--- src/design/imuocs_pkg.sv ---
// ----------------------------------------------------------------------------
// IMU offset calibration package
// Shared widths, operation codes, status codes and sequencer states for the
// IMU offset calibration and scaling block.
// ----------------------------------------------------------------------------
package imuocs_pkg;

  // Field and storage widths fixed by the sensor format.
  localparam int RAW_W      = 16;
  localparam int CNT_W      = 16;
  localparam int SUM_W      = 33;
  localparam int ACC_OUT_W  = 17;
  localparam int GYR_OUT_W  = 14;
  localparam int TEMP_RAW_W = 11;
  localparam int TEMP_W     = 12;

  // Six axes share one register file: accel X/Y/Z first, then gyro X/Y/Z.
  localparam int NAXES = 6;
  localparam int IDX_W = 3;
  localparam logic [IDX_W-1:0] IDX_ACCEL_BASE = 3'd0;
  localparam logic [IDX_W-1:0] IDX_ACCEL_Z    = 3'd2;
  localparam logic [IDX_W-1:0] IDX_GYRO_BASE  = 3'd3;
  localparam logic [IDX_W-1:0] IDX_LAST       = 3'd5;

  // Scale factors: accel times 3/4, gyro times 125/1024, after the offset
  // fraction bits are dropped.
  localparam logic signed [7:0] ACC_GAIN = 8'sd3;
  localparam logic signed [7:0] GYR_GAIN = 8'sd125;
  localparam int ACC_SHIFT_EXTRA = 2;
  localparam int GYR_SHIFT_EXTRA = 10;

  // Register reset value and temperature bias in eighths of a degree.
  localparam logic [CNT_W-1:0]         SAMPLE_COUNT_RST = 16'd100;
  localparam logic signed [TEMP_W-1:0] TEMP_BIAS        = 12'sd184;

  // Operation codes of the input transaction.
  localparam logic [1:0] OP_CONVERT   = 2'd0;
  localparam logic [1:0] OP_GYRO_CAL  = 2'd1;
  localparam logic [1:0] OP_ACCEL_CAL = 2'd2;

  // Result status codes.
  typedef enum logic [1:0] {
    ST_CONVERTED  = 2'd0,
    ST_ACCUM      = 2'd1,
    ST_CAL_DONE   = 2'd2,
    ST_ZERO_COUNT = 2'd3
  } status_t;

  // Sequencer states.
  typedef enum logic [2:0] {
    S_IDLE,
    S_CONV_MUL,
    S_CONV_SAT,
    S_ACC,
    S_DIV_INIT,
    S_DIV_STEP,
    S_DIV_STORE,
    S_WRITE
  } fsm_state_t;

endpackage

--- src/design/imu_offset_calibrate_and_scale_top.sv ---
// ----------------------------------------------------------------------------
// IMU offset calibration and scaling
// Removes stored zero offsets from raw IMU samples and scales them to fixed
// units, or accumulates calibration samples and averages them into offsets.
//
// Usage:
//   The input channel (in_valid / in_ready) carries one raw sample and an
//   opcode; the result channel (out_valid / out_ready) returns one result per
//   transaction. cfg_wr_en / cfg_wr_data write the sample count per
//   calibration; write it only while the block is idle.
//   Processing: a convert transaction passes each axis in turn through
//   the shared multiply and saturate unit, a multiply step and then a
//   saturate step, then loads the output. A calibration sample adds each
//   axis in turn on the shared adder, then loads the output; the final
//   sample also runs a restoring divider, one quotient bit per cycle, on
//   each axis in turn before the load. One transaction is processed at a
//   time; in_ready is high only while the sequencer is idle, so a new
//   transaction is accepted only after the last result is loaded. The
//   output register holds a result until it is taken, and the next
//   transaction can be accepted meanwhile; it then waits in its last step
//   while the receiver stalls.
//   Reset (rst_n low, synchronous) clears offsets, sums and counters and
//   sets the sample count to 100.
// ----------------------------------------------------------------------------
module imu_offset_calibrate_and_scale_top
  import imuocs_pkg::*;
#(
  parameter int OFFSET_FRACTION_BITS = 8
) (
  input  logic                        clk,
  input  logic                        rst_n,
  // Configuration port
  input  logic                        cfg_wr_en,
  input  logic [CNT_W-1:0]            cfg_wr_data,
  // Input channel
  input  logic                        in_valid,
  output logic                        in_ready,
  input  logic [1:0]                  in_opcode,
  input  logic signed [RAW_W-1:0]     in_accel_x,
  input  logic signed [RAW_W-1:0]     in_accel_y,
  input  logic signed [RAW_W-1:0]     in_accel_z,
  input  logic signed [RAW_W-1:0]     in_gyro_x,
  input  logic signed [RAW_W-1:0]     in_gyro_y,
  input  logic signed [RAW_W-1:0]     in_gyro_z,
  input  logic [7:0]                  in_temp_msb,
  input  logic [7:0]                  in_temp_lsb,
  // Result channel
  output logic                        out_valid,
  input  logic                        out_ready,
  output logic signed [ACC_OUT_W-1:0] out_accel_x_out,
  output logic signed [ACC_OUT_W-1:0] out_accel_y_out,
  output logic signed [ACC_OUT_W-1:0] out_accel_z_out,
  output logic signed [GYR_OUT_W-1:0] out_gyro_x_out,
  output logic signed [GYR_OUT_W-1:0] out_gyro_y_out,
  output logic signed [GYR_OUT_W-1:0] out_gyro_z_out,
  output logic signed [TEMP_W-1:0]    out_temp_out,
  output logic [1:0]                  out_status
);

  // Derived widths. An offset can exceed the raw range when the sample count
  // was lowered during a calibration, so it keeps the full quotient width.
  localparam int F      = OFFSET_FRACTION_BITS;
  localparam int OFF_W  = SUM_W + F;
  localparam int DIFF_W = OFF_W + 1;
  localparam int PROD_W = DIFF_W + 8;
  localparam int DVD_W  = SUM_W + F;
  localparam int STEP_W = $clog2(DVD_W + 1);

  // One g in raw counts with fraction bits, rounded.
  localparam logic signed [OFF_W-1:0] ONE_G =
    OFF_W'((((64'sd16384) <<< F) * 2 + 3) / 6);

  // Saturation bounds at the product width.
  localparam logic signed [PROD_W-1:0] ACC_MAX = PROD_W'((64'sd1 <<< (ACC_OUT_W - 1)) - 1);
  localparam logic signed [PROD_W-1:0] ACC_MIN = PROD_W'(-(64'sd1 <<< (ACC_OUT_W - 1)));
  localparam logic signed [PROD_W-1:0] GYR_MAX = PROD_W'((64'sd1 <<< (GYR_OUT_W - 1)) - 1);
  localparam logic signed [PROD_W-1:0] GYR_MIN = PROD_W'(-(64'sd1 <<< (GYR_OUT_W - 1)));

  // Sequencer and architectural state.
  fsm_state_t                  state_r, state_nxt;
  logic [CNT_W-1:0]            sample_count_r;
  logic signed [OFF_W-1:0]     off_r [NAXES];
  logic signed [SUM_W-1:0]     sum_r [NAXES];
  logic [CNT_W-1:0]            accel_cnt_r;
  logic [CNT_W-1:0]            gyro_cnt_r;
  logic                        out_valid_r;

  // Working registers of the current transaction.
  logic signed [RAW_W-1:0]     raw_r [NAXES];
  logic                        conv_r;
  logic                        grp_r;
  logic [CNT_W-1:0]            divisor_r;
  logic [IDX_W-1:0]            idx_r;
  logic signed [PROD_W-1:0]    prod_r;
  logic [DVD_W-1:0]            dvd_r;
  logic [CNT_W-1:0]            rem_r;
  logic [STEP_W-1:0]           step_r;
  logic                        neg_r;
  logic signed [ACC_OUT_W-1:0] res_acc_r [3];
  logic signed [GYR_OUT_W-1:0] res_gyr_r [3];
  logic signed [TEMP_W-1:0]    res_temp_r;
  status_t                     res_status_r;

  // Output registers.
  logic signed [ACC_OUT_W-1:0] out_acc_r [3];
  logic signed [GYR_OUT_W-1:0] out_gyr_r [3];
  logic signed [TEMP_W-1:0]    out_temp_r;
  status_t                     out_status_r;

  // Control decode.
  logic                        accept;
  logic                        out_load;
  logic                        in_is_cal;
  logic [IDX_W-1:0]            base_idx;
  logic                        last_axis;
  logic [CNT_W-1:0]            cnt_cur;
  logic [CNT_W-1:0]            cnt_inc;
  logic                        zero_cnt;
  logic                        cal_final;

  // Shared datapath signals.
  logic signed [RAW_W-1:0]     raw_sel;
  logic signed [OFF_W-1:0]     off_sel;
  logic signed [SUM_W-1:0]     sum_sel;
  logic                        is_acc_axis;
  logic [1:0]                  acc_lane;
  logic [1:0]                  gyr_lane;
  logic signed [DIFF_W-1:0]    diff;
  logic signed [PROD_W-1:0]    prod;
  logic signed [PROD_W-1:0]    shifted;
  logic signed [ACC_OUT_W-1:0] acc_val;
  logic signed [GYR_OUT_W-1:0] gyr_val;
  logic [SUM_W-1:0]            sum_mag;
  logic [CNT_W:0]              trial;
  logic                        fits;
  logic [CNT_W-1:0]            rem_nxt;
  logic signed [OFF_W-1:0]     q_mag;
  logic signed [OFF_W-1:0]     off_q;
  logic signed [TEMP_RAW_W-1:0] temp_code;

  // Transaction and group decode.
  assign in_is_cal = (in_opcode == OP_GYRO_CAL) || (in_opcode == OP_ACCEL_CAL);
  assign base_idx  = grp_r ? IDX_GYRO_BASE : IDX_ACCEL_BASE;
  assign last_axis = (idx_r == IDX_W'(base_idx + 3'd2));
  assign cnt_cur   = grp_r ? gyro_cnt_r : accel_cnt_r;
  assign cnt_inc   = CNT_W'(cnt_cur + 1'b1);
  assign zero_cnt  = (divisor_r == '0);
  assign cal_final = (cnt_inc >= divisor_r);

  // Register file reads at the current axis index.
  assign raw_sel     = raw_r[idx_r];
  assign off_sel     = off_r[idx_r];
  assign sum_sel     = sum_r[idx_r];
  assign is_acc_axis = (idx_r < IDX_GYRO_BASE);
  assign acc_lane    = idx_r[1:0];
  assign gyr_lane    = 2'(idx_r - IDX_GYRO_BASE);

  // Conversion unit: offset subtract and constant multiply, then shift and
  // saturate from the registered product.
  assign diff = (DIFF_W'(raw_sel) <<< F) - DIFF_W'(off_sel);
  assign prod = PROD_W'(diff) * PROD_W'(is_acc_axis ? ACC_GAIN : GYR_GAIN);

  always_comb begin
    if (is_acc_axis) begin
      shifted = prod_r >>> (F + ACC_SHIFT_EXTRA);
    end else begin
      shifted = prod_r >>> (F + GYR_SHIFT_EXTRA);
    end
    if (shifted > ACC_MAX) begin
      acc_val = ACC_MAX[ACC_OUT_W-1:0];
    end else if (shifted < ACC_MIN) begin
      acc_val = ACC_MIN[ACC_OUT_W-1:0];
    end else begin
      acc_val = shifted[ACC_OUT_W-1:0];
    end
    if (shifted > GYR_MAX) begin
      gyr_val = GYR_MAX[GYR_OUT_W-1:0];
    end else if (shifted < GYR_MIN) begin
      gyr_val = GYR_MIN[GYR_OUT_W-1:0];
    end else begin
      gyr_val = shifted[GYR_OUT_W-1:0];
    end
  end

  // Restoring divider: one quotient bit per step; the quotient shifts into
  // the dividend register as the dividend bits shift out.
  assign sum_mag = sum_sel[SUM_W-1] ? SUM_W'(-sum_sel) : SUM_W'(sum_sel);
  assign trial   = {rem_r, dvd_r[DVD_W-1]};
  assign fits    = (trial >= {1'b0, divisor_r});
  assign rem_nxt = fits ? CNT_W'(trial - {1'b0, divisor_r}) : CNT_W'(trial);
  assign q_mag   = dvd_r[OFF_W-1:0];

  // Signed mean offset; the accel Z offset also has one g removed.
  always_comb begin
    off_q = neg_r ? -q_mag : q_mag;
    if (!grp_r && (idx_r == IDX_ACCEL_Z)) begin
      off_q = off_q - ONE_G;
    end
  end

  // Temperature decode: eleven-bit two's complement value plus bias.
  assign temp_code = {in_temp_msb, in_temp_lsb[7:5]};

  // Next-state logic.
  always_comb begin
    state_nxt = state_r;
    unique case (state_r)
      S_IDLE: begin
        if (in_valid) begin
          state_nxt = in_is_cal ? S_ACC : S_CONV_MUL;
        end
      end
      S_CONV_MUL: begin
        state_nxt = S_CONV_SAT;
      end
      S_CONV_SAT: begin
        state_nxt = (idx_r == IDX_LAST) ? S_WRITE : S_CONV_MUL;
      end
      S_ACC: begin
        if (last_axis) begin
          state_nxt = (!zero_cnt && cal_final) ? S_DIV_INIT : S_WRITE;
        end
      end
      S_DIV_INIT: begin
        state_nxt = S_DIV_STEP;
      end
      S_DIV_STEP: begin
        if (step_r == STEP_W'(DVD_W - 1)) begin
          state_nxt = S_DIV_STORE;
        end
      end
      S_DIV_STORE: begin
        state_nxt = last_axis ? S_WRITE : S_DIV_INIT;
      end
      S_WRITE: begin
        if (!out_valid_r || out_ready) begin
          state_nxt = S_IDLE;
        end
      end
      default: begin
        state_nxt = S_IDLE;
      end
    endcase
  end

  // Handshake outputs of the sequencer.
  always_comb begin
    in_ready = 1'b0;
    out_load = 1'b0;
    unique case (state_r)
      S_IDLE:  in_ready = 1'b1;
      S_WRITE: out_load = !out_valid_r || out_ready;
      default: begin
        in_ready = 1'b0;
        out_load = 1'b0;
      end
    endcase
  end

  assign accept = in_valid && in_ready;

  // Sequencer, configuration, offsets, sums and counters.
  always_ff @(posedge clk) begin
    if (!rst_n) begin
      state_r        <= S_IDLE;
      sample_count_r <= SAMPLE_COUNT_RST;
      accel_cnt_r    <= '0;
      gyro_cnt_r     <= '0;
      out_valid_r    <= 1'b0;
      for (int i = 0; i < NAXES; i++) begin
        off_r[i] <= '0;
        sum_r[i] <= '0;
      end
    end else begin
      state_r <= state_nxt;
      if (cfg_wr_en) begin
        sample_count_r <= cfg_wr_data;
      end
      if (out_load) begin
        out_valid_r <= 1'b1;
      end else if (out_ready) begin
        out_valid_r <= 1'b0;
      end
      // Accumulate one axis per cycle, or clear on a zero sample count.
      if (state_r == S_ACC) begin
        sum_r[idx_r] <= zero_cnt ? '0 : SUM_W'(sum_sel + SUM_W'(raw_sel));
        if (last_axis) begin
          if (zero_cnt || cal_final) begin
            if (grp_r) begin
              gyro_cnt_r <= '0;
            end else begin
              accel_cnt_r <= '0;
            end
          end else if (grp_r) begin
            gyro_cnt_r <= cnt_inc;
          end else begin
            accel_cnt_r <= cnt_inc;
          end
        end
      end
      // Store one mean offset and clear its sum.
      if (state_r == S_DIV_STORE) begin
        off_r[idx_r] <= off_q;
        sum_r[idx_r] <= '0;
      end
    end
  end

  // Working registers of the shared units.
  always_ff @(posedge clk) begin
    if (accept) begin
      raw_r[0]  <= in_accel_x;
      raw_r[1]  <= in_accel_y;
      raw_r[2]  <= in_accel_z;
      raw_r[3]  <= in_gyro_x;
      raw_r[4]  <= in_gyro_y;
      raw_r[5]  <= in_gyro_z;
      conv_r    <= !in_is_cal;
      grp_r     <= (in_opcode == OP_GYRO_CAL);
      divisor_r <= sample_count_r;
      if (in_opcode == OP_GYRO_CAL) begin
        idx_r <= IDX_GYRO_BASE;
      end else begin
        idx_r <= IDX_ACCEL_BASE;
      end
      for (int i = 0; i < 3; i++) begin
        res_acc_r[i] <= '0;
        res_gyr_r[i] <= '0;
      end
      res_temp_r   <= in_is_cal ? '0 : TEMP_W'(TEMP_W'(temp_code) + TEMP_BIAS);
      res_status_r <= ST_CONVERTED;
    end
    unique case (state_r)
      S_CONV_MUL: begin
        prod_r <= prod;
      end
      S_CONV_SAT: begin
        if (is_acc_axis) begin
          res_acc_r[acc_lane] <= acc_val;
        end else begin
          res_gyr_r[gyr_lane] <= gyr_val;
        end
        idx_r <= IDX_W'(idx_r + 1'b1);
      end
      S_ACC: begin
        if (last_axis) begin
          idx_r <= base_idx;
          if (zero_cnt) begin
            res_status_r <= ST_ZERO_COUNT;
          end else if (cal_final) begin
            res_status_r <= ST_CAL_DONE;
          end else begin
            res_status_r <= ST_ACCUM;
          end
        end else begin
          idx_r <= IDX_W'(idx_r + 1'b1);
        end
      end
      S_DIV_INIT: begin
        dvd_r  <= DVD_W'(sum_mag) << F;
        neg_r  <= sum_sel[SUM_W-1];
        rem_r  <= '0;
        step_r <= '0;
      end
      S_DIV_STEP: begin
        dvd_r  <= {dvd_r[DVD_W-2:0], fits};
        rem_r  <= rem_nxt;
        step_r <= STEP_W'(step_r + 1'b1);
      end
      S_DIV_STORE: begin
        idx_r <= IDX_W'(idx_r + 1'b1);
      end
      default: begin
      end
    endcase
  end

  // Output register, loaded when the receiver side is free.
  always_ff @(posedge clk) begin
    if (out_load) begin
      for (int i = 0; i < 3; i++) begin
        out_acc_r[i] <= res_acc_r[i];
        out_gyr_r[i] <= res_gyr_r[i];
      end
      out_temp_r   <= res_temp_r;
      out_status_r <= res_status_r;
    end
  end

  assign out_valid       = out_valid_r;
  assign out_accel_x_out = out_acc_r[0];
  assign out_accel_y_out = out_acc_r[1];
  assign out_accel_z_out = out_acc_r[2];
  assign out_gyro_x_out  = out_gyr_r[0];
  assign out_gyro_y_out  = out_gyr_r[1];
  assign out_gyro_z_out  = out_gyr_r[2];
  assign out_temp_out    = out_temp_r;
  assign out_status      = out_status_r;

  // The divider only runs on a nonzero divisor and keeps its remainder below it.
  a_div_remainder : assert property (@(posedge clk) disable iff (!rst_n)
    (state_r == S_DIV_STEP) |-> ((divisor_r != '0) && (rem_r < divisor_r)))
    else $error("divider remainder not below divisor");

  // A zero sample count leaves the counter of that calibration cleared.
  a_zero_count_clears : assert property (@(posedge clk) disable iff (!rst_n)
    ((state_r == S_WRITE) && (res_status_r == ST_ZERO_COUNT)) |->
      (cnt_cur == '0))
    else $error("counter not cleared after zero sample count");

  // Converted status goes with convert transactions only.
  a_status_matches_op : assert property (@(posedge clk) disable iff (!rst_n)
    (state_r == S_WRITE) |-> ((res_status_r == ST_CONVERTED) == conv_r))
    else $error("result status does not match transaction type");

endmodule
--- config.mk ---
export PLATFORM = sky130hd
export DESIGN_NAME = imu_offset_calibrate_and_scale_top
export DESIGN_NICKNAME = d
export VERILOG_FILES = /design/src/design/imuocs_pkg.sv /design/src/design/imu_offset_calibrate_and_scale_top.sv
export SDC_FILE = /design/constraint.sdc
export NUM_CORES = 2
export LEC_CHECK = 0
export BUFFER_PORTS_ARGS = -buffer_cell sky130_fd_sc_hd__clkbuf_2
export CORE_ASPECT_RATIO = 1.1
export CORE_MARGIN = 1
export CORE_UTILIZATION = 63
export CTS_CLUSTER_DIAMETER = 60
export CTS_CLUSTER_SIZE = 40
export DETAILED_ROUTE_END_ITERATION = 7
export HOLD_SLACK_MARGIN = 0.15
export MAX_ROUTING_LAYER = met4
export PLACE_DENSITY = 0.82
export SLEW_MARGIN = 5
export SYNTH_ARGS = -nofsm -noshare
export SYNTH_HDL_FRONTEND = slang
export SYNTH_SLANG_ARGS = --single-unit
--- constraint.sdc ---
create_clock -name clk -period 15.4 [get_ports clk]
set_input_delay 0.77 -clock clk [delete_from_list [all_inputs] [get_ports clk]]
set_output_delay 0.77 -clock clk [all_outputs]
set_load 0.02 [all_outputs]
==> flow_summary.toml <==
[logic_synthesis]
synth-seq-area-share = 0.541
netlist_top_cells_count = "1,024 x edfxtp_1, 764 x nor2_1, 391 x inv_1"
synth-simple-area-share = 0.110
synth_compound_area_frac = 0.0716
ys_ff_latch = 1081
yosysTopAreaCell = "edfxtp_1"
synth_top_area_share = 0.522
synthAdderAreaFrac = 0.103
syn_area_per_cell_sq_um = 12.3
synthXorXnorAreaFrac = 0.0458
ys_types = 96
synth_area_sq_mm = 0.0589
synth_top_family_by_area = "simple AND/OR/NAND/NOR gates"
synth-edff-count = 1024
synthMuxAreaShare = 0.0892
synth.most_common_cell = "edfxtp_1"
synth.area.top_cells = "edfxtp_1 52%, fa_1 6.2%, mux4_2 6.1%, nor2_1 4.9%, ha_1 3.9%"
ys_warn_count = 0
synthFlopType = "edfxtp_1"
syn-num-nets = 5299
syn_inst = 4797
async_flop_share = 0

[clocking]
numCtsBuffers = 67
clk_pin_slew_worst_paths_ps = 110
clk_latency_ps = 670
cts.path.max_buffers = 3
cts_htree_levels = 3
cts-root-buf = "clkbuf_16"
postCtsSetupRepairBufs = 0
cts_resized = 0
cts_sinks = 1081
cts_tree = "built"
cts_hold_buf = 0

[worst_setup_path]
crit_fanout = 63
crit_family = "compound AO/OA/AOI/OAI gates"
timing_worst_setup_path_type = "reg2reg"
crit_top_cell = "a21o_1"
worst_setup_path_start_kind = "register"
r2r_setup_slack_ps = 4610
critPathMaxStageDelay_ps = 860
critPathBufInv = 4
crit_arrival_ps = 11190
cp.required_ps = 15800
end_kind = "register"
cp_slowest_cell = "xnor2_1"

[die]
pin_count = 244
num_rows = 117
start_util = 0.636
coreArea_sq_mm = 0.0927
dieWidth_microns = 294
die_y_microns = 323
dieArea_sq_mm = 0.0947

[final_layout]
fin_nets = 5446
layout-drive-gt1-share = 0.134
n_antenna_cell = 0
utilization = 0.690
areaGrowthSynthToFinish_pct = 8.55

[timing]
min_period_over_period = 0.701
fmaxAchievable_mhz = 92.7
layout_setup_ws_ps = 4610
rsz0062_at_grt = "false"
slew_viol_final = 0
whs_ps = 272
worstMarginPinSlew_ps = 1120
finalHoldViolations = 0
relSlewSlack = 0.252
setup_tns_ps = 0
setup_viol = 0
period_needed_ps = 10790
skew_ps = 35.1

[grt]
use_met2 = 0.508
antenna_found_initial = 0
grt_use_met1 = 0.330
gr-usage-all-layers = 0.287
grt_max_degree = 151
grt_pass1_vias = 38100
grt-busiest-layer = "met2"
grt_util_met3 = 0.0349
grt_pass1_wl_mm = 204
overflow = 0

[route]
drt_iter0_markers = 3389
dr.pass1.iters = 8
ant_nets = 0
drc = 0
vias = 37800
routedWlPerCell_microns = 20.9
drt_wl_total_mm = 131
routed_via_density = 6.05

[placed_design]
hpwl_mm = 89.4
io_buffers = 238
place_congestion = 0.933
pre_cts_slack_ps = 4730

[min_path]
hold_path_class = "in2reg"

[job]
maxCapViolCount = 0

[outcome]
status = "complete, no violations"
## metrics by stage
| step | area, sq um | instances |
|---|---|---|
| after floorplan | 58900 | 4797 |
| after global placement | 61300 | 6124 |
| after detailed placement | 61300 | 6124 |
| after CTS | 63900 | 6248 |
| after global routing | 63900 | 6248 |
| final | 63900 | 6248 |
## metal layers
layer  wire, microns  vias up
met5               0        -
met4            5530        0
met3            8630      292
met2           68500     1526
met1           48200    18600
li1                -    17400
## state kept, by name (all words and copies together), names as in the netlist, 41 cells and up, named ones only
register	count
sum_r	264
raw_r	96
out_acc_r	51
dvd_r	41
out_gyr_r	42
off_r	328
res_gyr_r	42
res_acc_r	51
## final timing paths
path	end	cells past startpoint	start
setup reg to reg	prod_r[49]$_DFFE_PP_	30	register
hold reg to reg	out_acc_r[0][13]$_DFFE_PP_	0	res_acc_r[0][13]$_SDFFCE_PN0P_
hold / removal	raw_r[3][12]$_DFFE_PP_	1	in_gyro_x[12]
setup / recovery	prod_r[49]$_DFFE_PP_	30	register
## placed cells by master (no fill, tap or decap), types with 159 or more instances in the layout
| master | n |
|---|---|
| inv_1 | 390 |
| xnor2_1 | 167 |
| fa_1 | 183 |
| a21oi_1 | 168 |
| clkbuf_2 | 238 |
| mux4_2 | 159 |
| ha_1 | 184 |
| nor2_1 | 761 |
| nand2_1 | 283 |
| edfxtp_1 | 1024 |
## logic make-up after synthesis
logic type                 after synthesis
and+or+nand+nor                       1463
DFF                                   1081
AOI/OAI and AO/OA                      651
buffers and inverters                  608
adders and majority gates              375
muxes                                  323
xor gates and xnor gates               296
## final cells by class
| cell class | instances | area (sq um) |
|---|---|---|
| clock buffer | 70 | 1730 |
| clock inverter | 54 | 880 |
| fill | 6251 | 28700 |
| inverter | 396 | 1490 |
| multi-input combinational | 3108 | 24800 |
| sequential | 1081 | 31900 |
| tap | 1249 | 1560 |
| timing repair buffer | 290 | 1610 |
## worst reg2reg max path, delay by kind of cell, from the launching register on
kind / cells / cell delay, ps
flip-flops: 1 / 810
adder cells (fa/ha/maj): 5 / 2180
multiplexers: 2 / 790
XOR/XNOR: 3 / 1260
AND/OR/NAND/NOR: 1 / 130
AO/OA/AOI/OAI: 15 / 3820
buffers and inverters: 4 / 1530
Power is not shown: default switching activity piles up to over one toggle a cycle in this logic, so the estimate is an artifact.
